===== src/hw/rtl/text_console_cursor_core_defines.svh =====
// Assertion macros shared by the text console cursor RTL.
`ifndef TEXT_CONSOLE_CURSOR_CORE_DEFINES_SVH
`define TEXT_CONSOLE_CURSOR_CORE_DEFINES_SVH

// Same-cycle implication, disabled while reset is asserted.
`define TCC_ASSERT_IMPL(name, clk, rstn, ante, cons, msg) \
  name: assert property (@(posedge clk) disable iff (!rstn) (ante) |-> (cons)) \
    else $error(msg);

// Next-cycle implication, disabled while reset is asserted.
`define TCC_ASSERT_NEXT(name, clk, rstn, ante, cons, msg) \
  name: assert property (@(posedge clk) disable iff (!rstn) (ante) |=> (cons)) \
    else $error(msg);

`endif


===== src/hw/rtl/tcc_pkg.sv =====
// Types, constants and tables for the text console cursor block.
package tcc_pkg;

  localparam int unsigned CHAR_W  = 8;
  localparam int unsigned COORD_W = 8;
  localparam int unsigned COLOR_W = 32;
  localparam int unsigned CFG_IDX_W  = 2;
  localparam int unsigned CFG_DATA_W = 32;

  // Tab stop spacing in character cells (2..16).
  localparam int unsigned TAB_WIDTH = 8;

  localparam logic [CHAR_W-1:0] CH_BACKSPACE = 8'd8;
  localparam logic [CHAR_W-1:0] CH_TAB       = 8'd9;
  localparam logic [CHAR_W-1:0] CH_NEWLINE   = 8'd10;
  localparam logic [CHAR_W-1:0] CH_SPACE     = 8'd32;

  localparam logic [COORD_W-1:0] COLUMNS_RST  = 8'd180;
  localparam logic [COORD_W-1:0] ROWS_RST     = 8'd56;
  localparam logic [COLOR_W-1:0] FG_COLOR_RST = '0;
  localparam logic [COLOR_W-1:0] BG_COLOR_RST = '0;

  typedef enum logic [CFG_IDX_W-1:0] {
    CFG_COLUMNS  = 2'd0,
    CFG_ROWS     = 2'd1,
    CFG_FG_COLOR = 2'd2,
    CFG_BG_COLOR = 2'd3
  } cfg_reg_e;

  localparam int unsigned NUM_COLS = 1 << COORD_W;

  typedef logic [NUM_COLS-1:0] tab_stop_t;

  // Bit i is set when column i is a tab stop.
  function automatic tab_stop_t build_tab_stop();
    tab_stop_t stops;
    for (int i = 0; i < NUM_COLS; i++) begin
      stops[i] = ((i % TAB_WIDTH) == 0);
    end
    return stops;
  endfunction

  localparam tab_stop_t TAB_STOP = build_tab_stop();

endpackage


===== src/hw/rtl/tcc_intf.sv =====
// Valid/ready channel interfaces of the text console cursor block.
interface tcc_char_if import tcc_pkg::*; ();
  logic              valid;
  logic              ready;
  logic [CHAR_W-1:0] char_code;

  modport source (output valid, output char_code, input ready);
  modport sink   (input valid, input char_code, output ready);
endinterface

interface tcc_draw_if import tcc_pkg::*; ();
  logic               valid;
  logic               ready;
  logic [COORD_W-1:0] cell_column;
  logic [COORD_W-1:0] cell_row;
  logic [CHAR_W-1:0]  glyph;
  logic [COLOR_W-1:0] fore;
  logic [COLOR_W-1:0] back;
  logic               last;

  modport source (output valid, output cell_column, output cell_row, output glyph,
                  output fore, output back, output last, input ready);
  modport sink   (input valid, input cell_column, input cell_row, input glyph,
                  input fore, input back, input last, output ready);
endinterface

interface tcc_cfg_if import tcc_pkg::*; ();
  logic                  valid;
  logic                  ready;
  logic [CFG_IDX_W-1:0]  index;
  logic [CFG_DATA_W-1:0] data;

  modport source (output valid, output index, output data, input ready);
  modport sink   (input valid, input index, input data, output ready);
endinterface


===== src/hw/rtl/text_console_cursor_core.sv =====
// Text console cursor: turns a character stream into character-cell draw commands.
// Usage:
//   char_i  - one character byte per transfer. Newline moves the cursor to the
//             start of the next row, tab pads with spaces to the next tab stop or
//             line end, backspace steps back and blanks a cell, others are drawn.
//   draw_o  - one draw command per transfer (cell, glyph, colors); last marks
//             the final command caused by one character.
//   cfg_i   - register writes (columns, rows, fg_color, bg_color); always ready.
//             Write only while no character is in flight.
// Timing:
//   A character sits in the hold register, then its draw command lands in the
//   output register. Plain characters, backspaces and newlines go at one per
//   cycle while draw_o is not stalled. A tab likewise draws one space per cycle
//   (up to TAB_WIDTH) and holds char_i.
// Reset:
//   Cursor returns to column 0, row 0; registers take 180 columns, 56 rows and
//   zero colors; hold and output registers empty.
// Stall:
//   While draw_o is stalled the result stays put; one more character may wait
//   in the hold register, after which char_i.ready drops.
`include "text_console_cursor_core_defines.svh"

module text_console_cursor_core import tcc_pkg::*; (
  input  logic        clk_i,
  input  logic        rst_ni,
  tcc_char_if.sink    char_i,
  tcc_draw_if.source  draw_o,
  tcc_cfg_if.sink     cfg_i
);

  // Configuration registers
  logic [COORD_W-1:0] cols_q, rows_q;
  logic [COLOR_W-1:0] fg_q, bg_q;

  // Cursor state
  logic [COORD_W-1:0] col_q, col_d;
  logic [COORD_W-1:0] row_q, row_d;

  // Hold register for the character being worked on
  logic              full_q, full_d;
  logic [CHAR_W-1:0] char_q;

  // Output register
  logic               out_valid_q, out_valid_d;
  logic [COORD_W-1:0] out_col_q, out_row_q;
  logic [CHAR_W-1:0]  out_glyph_q;
  logic               out_last_q;

  // Step logic
  logic               emit, step_done, wrap_en, advance, out_free, in_xfer;
  logic [CHAR_W-1:0]  glyph;
  logic [COORD_W:0]   col9, row9, ncol9, nrow9, wcol9, wrow9;
  logic [COORD_W-1:0] col_inc;

  assign col9     = {1'b0, col_q};
  assign row9     = {1'b0, row_q};
  assign col_inc  = col_q + 1'b1;
  assign out_free = !out_valid_q || draw_o.ready;

  always_comb begin
    emit      = 1'b0;
    step_done = 1'b1;
    wrap_en   = 1'b1;
    glyph     = char_q;
    ncol9     = col9;
    nrow9     = row9;
    case (char_q)
      CH_NEWLINE: begin
        nrow9 = row9 + 1'b1;
        ncol9 = '0;
      end
      CH_TAB: begin
        // No room left on the line: draw nothing, only wrap.
        if (col_q < cols_q) begin
          emit      = 1'b1;
          glyph     = CH_SPACE;
          ncol9     = col9 + 1'b1;
          step_done = TAB_STOP[col_inc] || (ncol9 >= {1'b0, cols_q});
          wrap_en   = step_done;
        end
      end
      CH_BACKSPACE: begin
        emit  = 1'b1;
        glyph = CH_SPACE;
        if (col_q == '0) begin
          // Back up to the end of the previous row, or the last row from the top.
          ncol9 = {1'b0, cols_q - 1'b1};
          nrow9 = (row_q == '0) ? {1'b0, rows_q - 1'b1} : row9 - 1'b1;
        end else begin
          ncol9 = col9 - 1'b1;
        end
      end
      default: begin
        emit  = 1'b1;
        ncol9 = col9 + 1'b1;
      end
    endcase
  end

  // Line and screen wrap after each character
  always_comb begin
    wcol9 = ncol9;
    wrow9 = nrow9;
    if (ncol9 >= {1'b0, cols_q}) begin
      wcol9 = '0;
      wrow9 = nrow9 + 1'b1;
    end
    if (wrow9 >= {1'b0, rows_q}) begin
      wrow9 = '0;
    end
  end

  // Step when a character is held and the output register can take its command.
  assign advance = full_q && (!emit || out_free);
  assign char_i.ready = !full_q || (advance && step_done);
  assign in_xfer = char_i.valid && char_i.ready;

  always_comb begin
    col_d = col_q;
    row_d = row_q;
    if (advance) begin
      col_d = wrap_en ? wcol9[COORD_W-1:0] : ncol9[COORD_W-1:0];
      row_d = wrap_en ? wrow9[COORD_W-1:0] : nrow9[COORD_W-1:0];
    end
  end

  always_comb begin
    full_d = full_q;
    if (in_xfer) begin
      full_d = 1'b1;
    end else if (advance && step_done) begin
      full_d = 1'b0;
    end
  end

  always_comb begin
    out_valid_d = out_valid_q;
    if (advance && emit) begin
      out_valid_d = 1'b1;
    end else if (draw_o.ready) begin
      out_valid_d = 1'b0;
    end
  end

  always_ff @(posedge clk_i or negedge rst_ni) begin
    if (!rst_ni) begin
      col_q       <= '0;
      row_q       <= '0;
      full_q      <= 1'b0;
      out_valid_q <= 1'b0;
    end else begin
      col_q       <= col_d;
      row_q       <= row_d;
      full_q      <= full_d;
      out_valid_q <= out_valid_d;
    end
  end

  // Hold register payload
  always_ff @(posedge clk_i) begin
    if (in_xfer) begin
      char_q <= char_i.char_code;
    end
  end

  // Output register payload; the command is drawn at the updated cursor
  // for backspace and at the current cursor otherwise.
  always_ff @(posedge clk_i) begin
    if (advance && emit) begin
      out_glyph_q <= glyph;
      out_last_q  <= step_done;
      if (char_q == CH_BACKSPACE) begin
        out_col_q <= ncol9[COORD_W-1:0];
        out_row_q <= nrow9[COORD_W-1:0];
      end else begin
        out_col_q <= col_q;
        out_row_q <= row_q;
      end
    end
  end

  // Configuration registers
  assign cfg_i.ready = 1'b1;

  always_ff @(posedge clk_i or negedge rst_ni) begin
    if (!rst_ni) begin
      cols_q <= COLUMNS_RST;
      rows_q <= ROWS_RST;
      fg_q   <= FG_COLOR_RST;
      bg_q   <= BG_COLOR_RST;
    end else if (cfg_i.valid && cfg_i.ready) begin
      case (cfg_reg_e'(cfg_i.index))
        CFG_COLUMNS:  cols_q <= cfg_i.data[COORD_W-1:0];
        CFG_ROWS:     rows_q <= cfg_i.data[COORD_W-1:0];
        CFG_FG_COLOR: fg_q   <= cfg_i.data[COLOR_W-1:0];
        CFG_BG_COLOR: bg_q   <= cfg_i.data[COLOR_W-1:0];
        default: ;
      endcase
    end
  end

  assign draw_o.valid       = out_valid_q;
  assign draw_o.cell_column = out_col_q;
  assign draw_o.cell_row    = out_row_q;
  assign draw_o.glyph       = out_glyph_q;
  assign draw_o.last        = out_last_q;
  // User must change colors only while idle (unenforced) so every command matches.
  assign draw_o.fore        = fg_q;
  assign draw_o.back        = bg_q;

  // A finished character leaves the hold register unless a new one arrives.
  `TCC_ASSERT_NEXT(a_item_retires, clk_i, rst_ni, advance && step_done && !in_xfer, !full_q, "hold register not freed after last step")
  // A tab in mid-run keeps its character in place.
  `TCC_ASSERT_NEXT(a_tab_holds, clk_i, rst_ni, advance && !step_done, full_q && $stable(char_q), "tab character lost mid-run")
  // Every finished character leaves the row on screen.
  `TCC_ASSERT_NEXT(a_row_in_range, clk_i, rst_ni, advance && step_done, (row_q < $past(rows_q)) || (row_q == '0), "cursor row beyond last row")
  // Each step that draws fills the output register.
  `TCC_ASSERT_NEXT(a_emit_valid, clk_i, rst_ni, advance && emit, out_valid_q, "draw command dropped")

endmodule


===== src/flat_wrapper.sv =====
// flat-port wrapper written by rule: the top's interface ports become plain ports
module text_console_cursor_core_flat import tcc_pkg::*;
  (clk_i, rst_ni, char_i_valid, char_i_char_code, char_i_ready, draw_o_valid, draw_o_cell_column, draw_o_cell_row, draw_o_glyph, draw_o_fore, draw_o_back, draw_o_last, draw_o_ready, cfg_i_valid, cfg_i_index, cfg_i_data, cfg_i_ready);
  tcc_char_if char_i_i ();
  tcc_draw_if draw_o_i ();
  tcc_cfg_if cfg_i_i ();
  input  logic clk_i;
  input  logic rst_ni;
  input wire logic [$bits(char_i_i.valid)-1:0] char_i_valid;
  input wire logic [$bits(char_i_i.char_code)-1:0] char_i_char_code;
  output wire logic [$bits(char_i_i.ready)-1:0] char_i_ready;
  output wire logic [$bits(draw_o_i.valid)-1:0] draw_o_valid;
  output wire logic [$bits(draw_o_i.cell_column)-1:0] draw_o_cell_column;
  output wire logic [$bits(draw_o_i.cell_row)-1:0] draw_o_cell_row;
  output wire logic [$bits(draw_o_i.glyph)-1:0] draw_o_glyph;
  output wire logic [$bits(draw_o_i.fore)-1:0] draw_o_fore;
  output wire logic [$bits(draw_o_i.back)-1:0] draw_o_back;
  output wire logic [$bits(draw_o_i.last)-1:0] draw_o_last;
  input wire logic [$bits(draw_o_i.ready)-1:0] draw_o_ready;
  input wire logic [$bits(cfg_i_i.valid)-1:0] cfg_i_valid;
  input wire logic [$bits(cfg_i_i.index)-1:0] cfg_i_index;
  input wire logic [$bits(cfg_i_i.data)-1:0] cfg_i_data;
  output wire logic [$bits(cfg_i_i.ready)-1:0] cfg_i_ready;
  assign char_i_i.valid = char_i_valid;
  assign char_i_i.char_code = char_i_char_code;
  assign char_i_ready = char_i_i.ready;
  assign draw_o_valid = draw_o_i.valid;
  assign draw_o_cell_column = draw_o_i.cell_column;
  assign draw_o_cell_row = draw_o_i.cell_row;
  assign draw_o_glyph = draw_o_i.glyph;
  assign draw_o_fore = draw_o_i.fore;
  assign draw_o_back = draw_o_i.back;
  assign draw_o_last = draw_o_i.last;
  assign draw_o_i.ready = draw_o_ready;
  assign cfg_i_i.valid = cfg_i_valid;
  assign cfg_i_i.index = cfg_i_index;
  assign cfg_i_i.data = cfg_i_data;
  assign cfg_i_ready = cfg_i_i.ready;
  text_console_cursor_core u_core (.clk_i(clk_i), .rst_ni(rst_ni), .char_i(char_i_i), .draw_o(draw_o_i), .cfg_i(cfg_i_i));
endmodule

===== config.mk =====
export PLATFORM = sky130hd
export DESIGN_NAME = text_console_cursor_core_flat
export DESIGN_NICKNAME = d
export VERILOG_FILES = /design/src/hw/rtl/tcc_pkg.sv /design/src/hw/rtl/tcc_intf.sv /design/src/hw/rtl/text_console_cursor_core.sv /design/src/flat_wrapper.sv
export VERILOG_INCLUDE_DIRS = /design/src /design/src/hw/rtl
export SDC_FILE = /design/constraint.sdc
export NUM_CORES = 1
export LEC_CHECK = 0
export BUFFER_PORTS_ARGS = -buffer_cell sky130_fd_sc_hd__buf_2
export CAP_MARGIN = 20
export CORE_UTILIZATION = 60
export CTS_CLUSTER_DIAMETER = 30
export DETAILED_ROUTE_END_ITERATION = 7
export PLACE_DENSITY = 0.89
export SETUP_SLACK_MARGIN = 0.15
export SLEW_MARGIN = 20
export SYNTH_ARGS = -nofsm -noshare
export SYNTH_HDL_FRONTEND = slang
export SYNTH_SLANG_ARGS = --single-unit

===== constraint.sdc =====
create_clock -name clk_i -period 15.52 [get_ports clk_i]
set_input_delay 0 -clock clk_i [delete_from_list [all_inputs] [get_ports clk_i]]
set_output_delay 0 -clock clk_i [all_outputs]
set_load 0.01 [all_outputs]

==> reports/metrics.cfg <==
[global_route]
first_global_vias=6713
overflow=0
grt_start_max_net_pins=51
antenna_found_initial=0
grt_pass1_wl_um=35400
grt_util_all_layers_pct=35.7

[sta]
worst_pin_slew_ns=1.03
fin_ws_ns=8.85
timing.fmax_ghz=0.150
fin_worst_skew_ns=0.0105
slew_viol_final=0
hold_viol_final=0
tns_ns=0
relSlewSlack_pct=30.5
finalCriticalPeriod_ns=6.67
setup_violations=0
period_share_pct=43.0
rsz0062_at_grt=no

[cts]
hold_buffers=43
insertion_delay_ns=0.43
cts_tree=done
clk_pin_slew_ns=0.06
cts_buffers=17
cts_resized=0
cts_setup_buffers=0
htreeDepth=4
clockBufferDepth=2
cts.sinks=131
cts-root-buf=clkbuf_16

[setup_path]
critPathSlowestCell=nor3_2
cp-start-kind=flop
critical_path_class=flop to flop
critPathMaxStageDelay_ns=0.81
crit_family=simple AND/OR/NAND/NOR gates
crit_path_frequent_cell=nor2_1
worst-path-buf-inv=0
cp_max_fo=15
timing.critical_path.from=u_core.char_q[4]$_DFFE_PP_
arrival_ns=7.01
path_cells=or4b_1, nor3_2, nand2_1, nor2_1, a211oi_1, ha_1, nor2b_1, o21ai_0, a41oi_1, o21ai_1, nor2_1, nor2_1, xor2_1, ha_1, a21oi_1, a21boi_0, o211ai_1, a21oi_1, nor4_4, nand2_1, o211a_1, o22ai_1
cp.required_ns=15.86
endpoint_kind=flop
r2r-start=u_core.char_q[4]$_DFFE_PP_

[place]
place_worst_setup_slack_ns=9.22
place_inst=996
hpwl_um=14200
place.gp.congestion=0.957
io_buffers=137

[logic_synthesis]
syn_inst=729
yosysMostFrequentCell=dfrtp_1
synthArstFlopShare_pct=74.8
synth-edff-count=33
yosys_warnings=0
syn_area_per_cell_sq_um=10.5
ys.flop_type=dfrtp_1
synth-seq-area-share_pct=45.0
ys_types=83
ys_top_cells_by_area=dfrtp_1 30%, edfxtp_1 13%, mux2_2 11%
synth_nets=818
synth_top_area_share_pct=29.7
synth-seq-cells=131
synth_top_area_cell=dfrtp_1
syn_area_sq_um=7680
synth_commonest_cells=91 x dfrtp_1, 74 x mux2_2, 58 x nand2_1

[pwr]
total_power_mw=1.45
peakVddDrop_mv=0.135
leakagePower_nw=4.21
p_per_area_nw_per_um2=155

[cells_and_area]
nets=979
diodes=0
fin_cells=1071
syn_to_final_growth_pct=22.0
layout-drive-gt1-share_pct=31.0

[floorplan]
start_util_pct=62.6
fp.dieArea_sq_um=13300
core_sq_um=12300
fp.dieH_um=115
die_x_um=115
rows=40
io_pins=139

[detailed_routing]
num_vias=6742
dr.pass1.iters=6
wl_per_cell_um=20.8
vias_per_cell=6.30
drt-total-wl_um=22300
remaining_drc_errors=0
drt_iter0_drc=688
antenna_left=0

[min_path]
hold_path_class=primary input to asynchronous set/reset pin

[run_status]
status=complete, no violations

[run]
drv_cap=0

## worst paths after layout
kind	end	slack [ns]	cells past startpoint
setup / recovery	u_core.row_q[6]$_DFFE_PN0P_	8.85	22
hold / removal	u_core.draw_o.fore[19]$_DFFE_PN0P_	0.12	2
setup reg to reg	u_core.row_q[6]$_DFFE_PN0P_	8.85	22
hold reg to reg	u_core.draw_o.fore[25]$_DFFE_PN0P_	0.50	1
max in group asynchronous	u_core.row_q[2]$_DFFE_PN0P_	14.28	3
min in group clk_i	u_core.cols_q[2]$_DFFE_PN1P_	0.13	5
## metal layers
layer,routed length (um),global-route usage (%),vias to the layer above
li1,-,-,3006
met1,8550,43.1,3230
met2,10600,58.3,412
met3,2040,9.59,94
met4,1070,19.7,0
met5,0,0,-
## through the flow
stage	area [sq um]	utilization [%]	hold WS, ns
2_1_floorplan	7680	-	-0.296
6_report	9370	76.4	0.121
5_1_grt	9370	76.4	0.132
4_1_cts	9370	76.4	0.0755
3_5_place_dp	8380	68.3	0.0429
3_3_place_gp	8380	68.3	0.0418
## placed cells by master (no fill, tap or decap), drive strengths merged, types with 5 or more instances in the layout
master,count
o211ai,9
dfstp,7
nand3,27
clkinv,6
ha,42
nor3,14
o21ai,46
a211oi,11
mux2,74
o22ai,7
inv,39
a21oi,30
xor2,13
nand2b,5
dfrtp,91
nor4,15
buf,143
a22o,6
clkbuf,19
a21o,8
nand2,58
dlygate4sd3,43
or3,7
and3,10
xnor2,11
edfxtp,33
nor2,48
## worst reg2reg max path: stages (launching register included)
cell	delay, ns
edfxtp_1	0.42
or4b_1	0.72
nor3_2	0.81
nand2_1	0.59
nor2_1	0.22
a211oi_1	0.12
ha_1	0.36
nor2b_1	0.12
o21ai_0	0.11
a41oi_1	0.24
o21ai_1	0.15
nor2_1	0.43
nor2_1	0.14
xor2_1	0.20
ha_1	0.37
a21oi_1	0.22
a21boi_0	0.18
o211ai_1	0.20
a21oi_1	0.12
nor4_4	0.40
nand2_1	0.11
o211a_1	0.23
o22ai_1	0.11
## cell families after synthesis
logic type	count (synthesis)	synth area share [%]
AO/OA/AOI/OAI	162	14.1
XOR/XNOR	24	2.84
adder cells (fa/ha/maj)	42	6.85
buffers and inverters	78	4.94
flip-flops	131	45.0
multiplexers	75	11.0
other	1	0.0489
AND/OR/NAND/NOR	216	15.2
## flip-flops by register name (all words and copies together), names as in the netlist
signal                     count
u_core.draw_o.last             1
u_core.draw_o.fore            32
u_core.draw_o.back            32
u_core.draw_o.valid            1
u_core.draw_o.glyph            8
u_core.cols_q                  8
u_core.row_q                   8
u_core.col_q                   8
u_core.full_q                  1
u_core.rows_q                  8
u_core.char_q                  8
u_core.draw_o.cell_column      8
u_core.draw_o.cell_row         8
## area by class of cell
| type | count | area, sq um |
|---|---|---|
| Clock buffer | 19 | 433 |
| Clock inverter | 13 | 128 |
| Fill cell | 790 | 2900 |
| Inverter | 34 | 128 |
| Multi-Input combinational cell | 520 | 3850 |
| Sequential cell | 131 | 3450 |
| Tap cell | 168 | 210 |
| Timing Repair Buffer | 186 | 1160 |
## power breakdown
part | switching [mW] | internal (mW) | leakage [nW] | total (mW)
clock network | 0.160 | 0.223 | 0.273 | 0.383
logic | 0.329 | 0.226 | 2.45 | 0.555
registers | 0.0858 | 0.429 | 1.49 | 0.515
total | 0.575 | 0.877 | 4.21 | 1.45
Power figures use the tool's default switching activity.
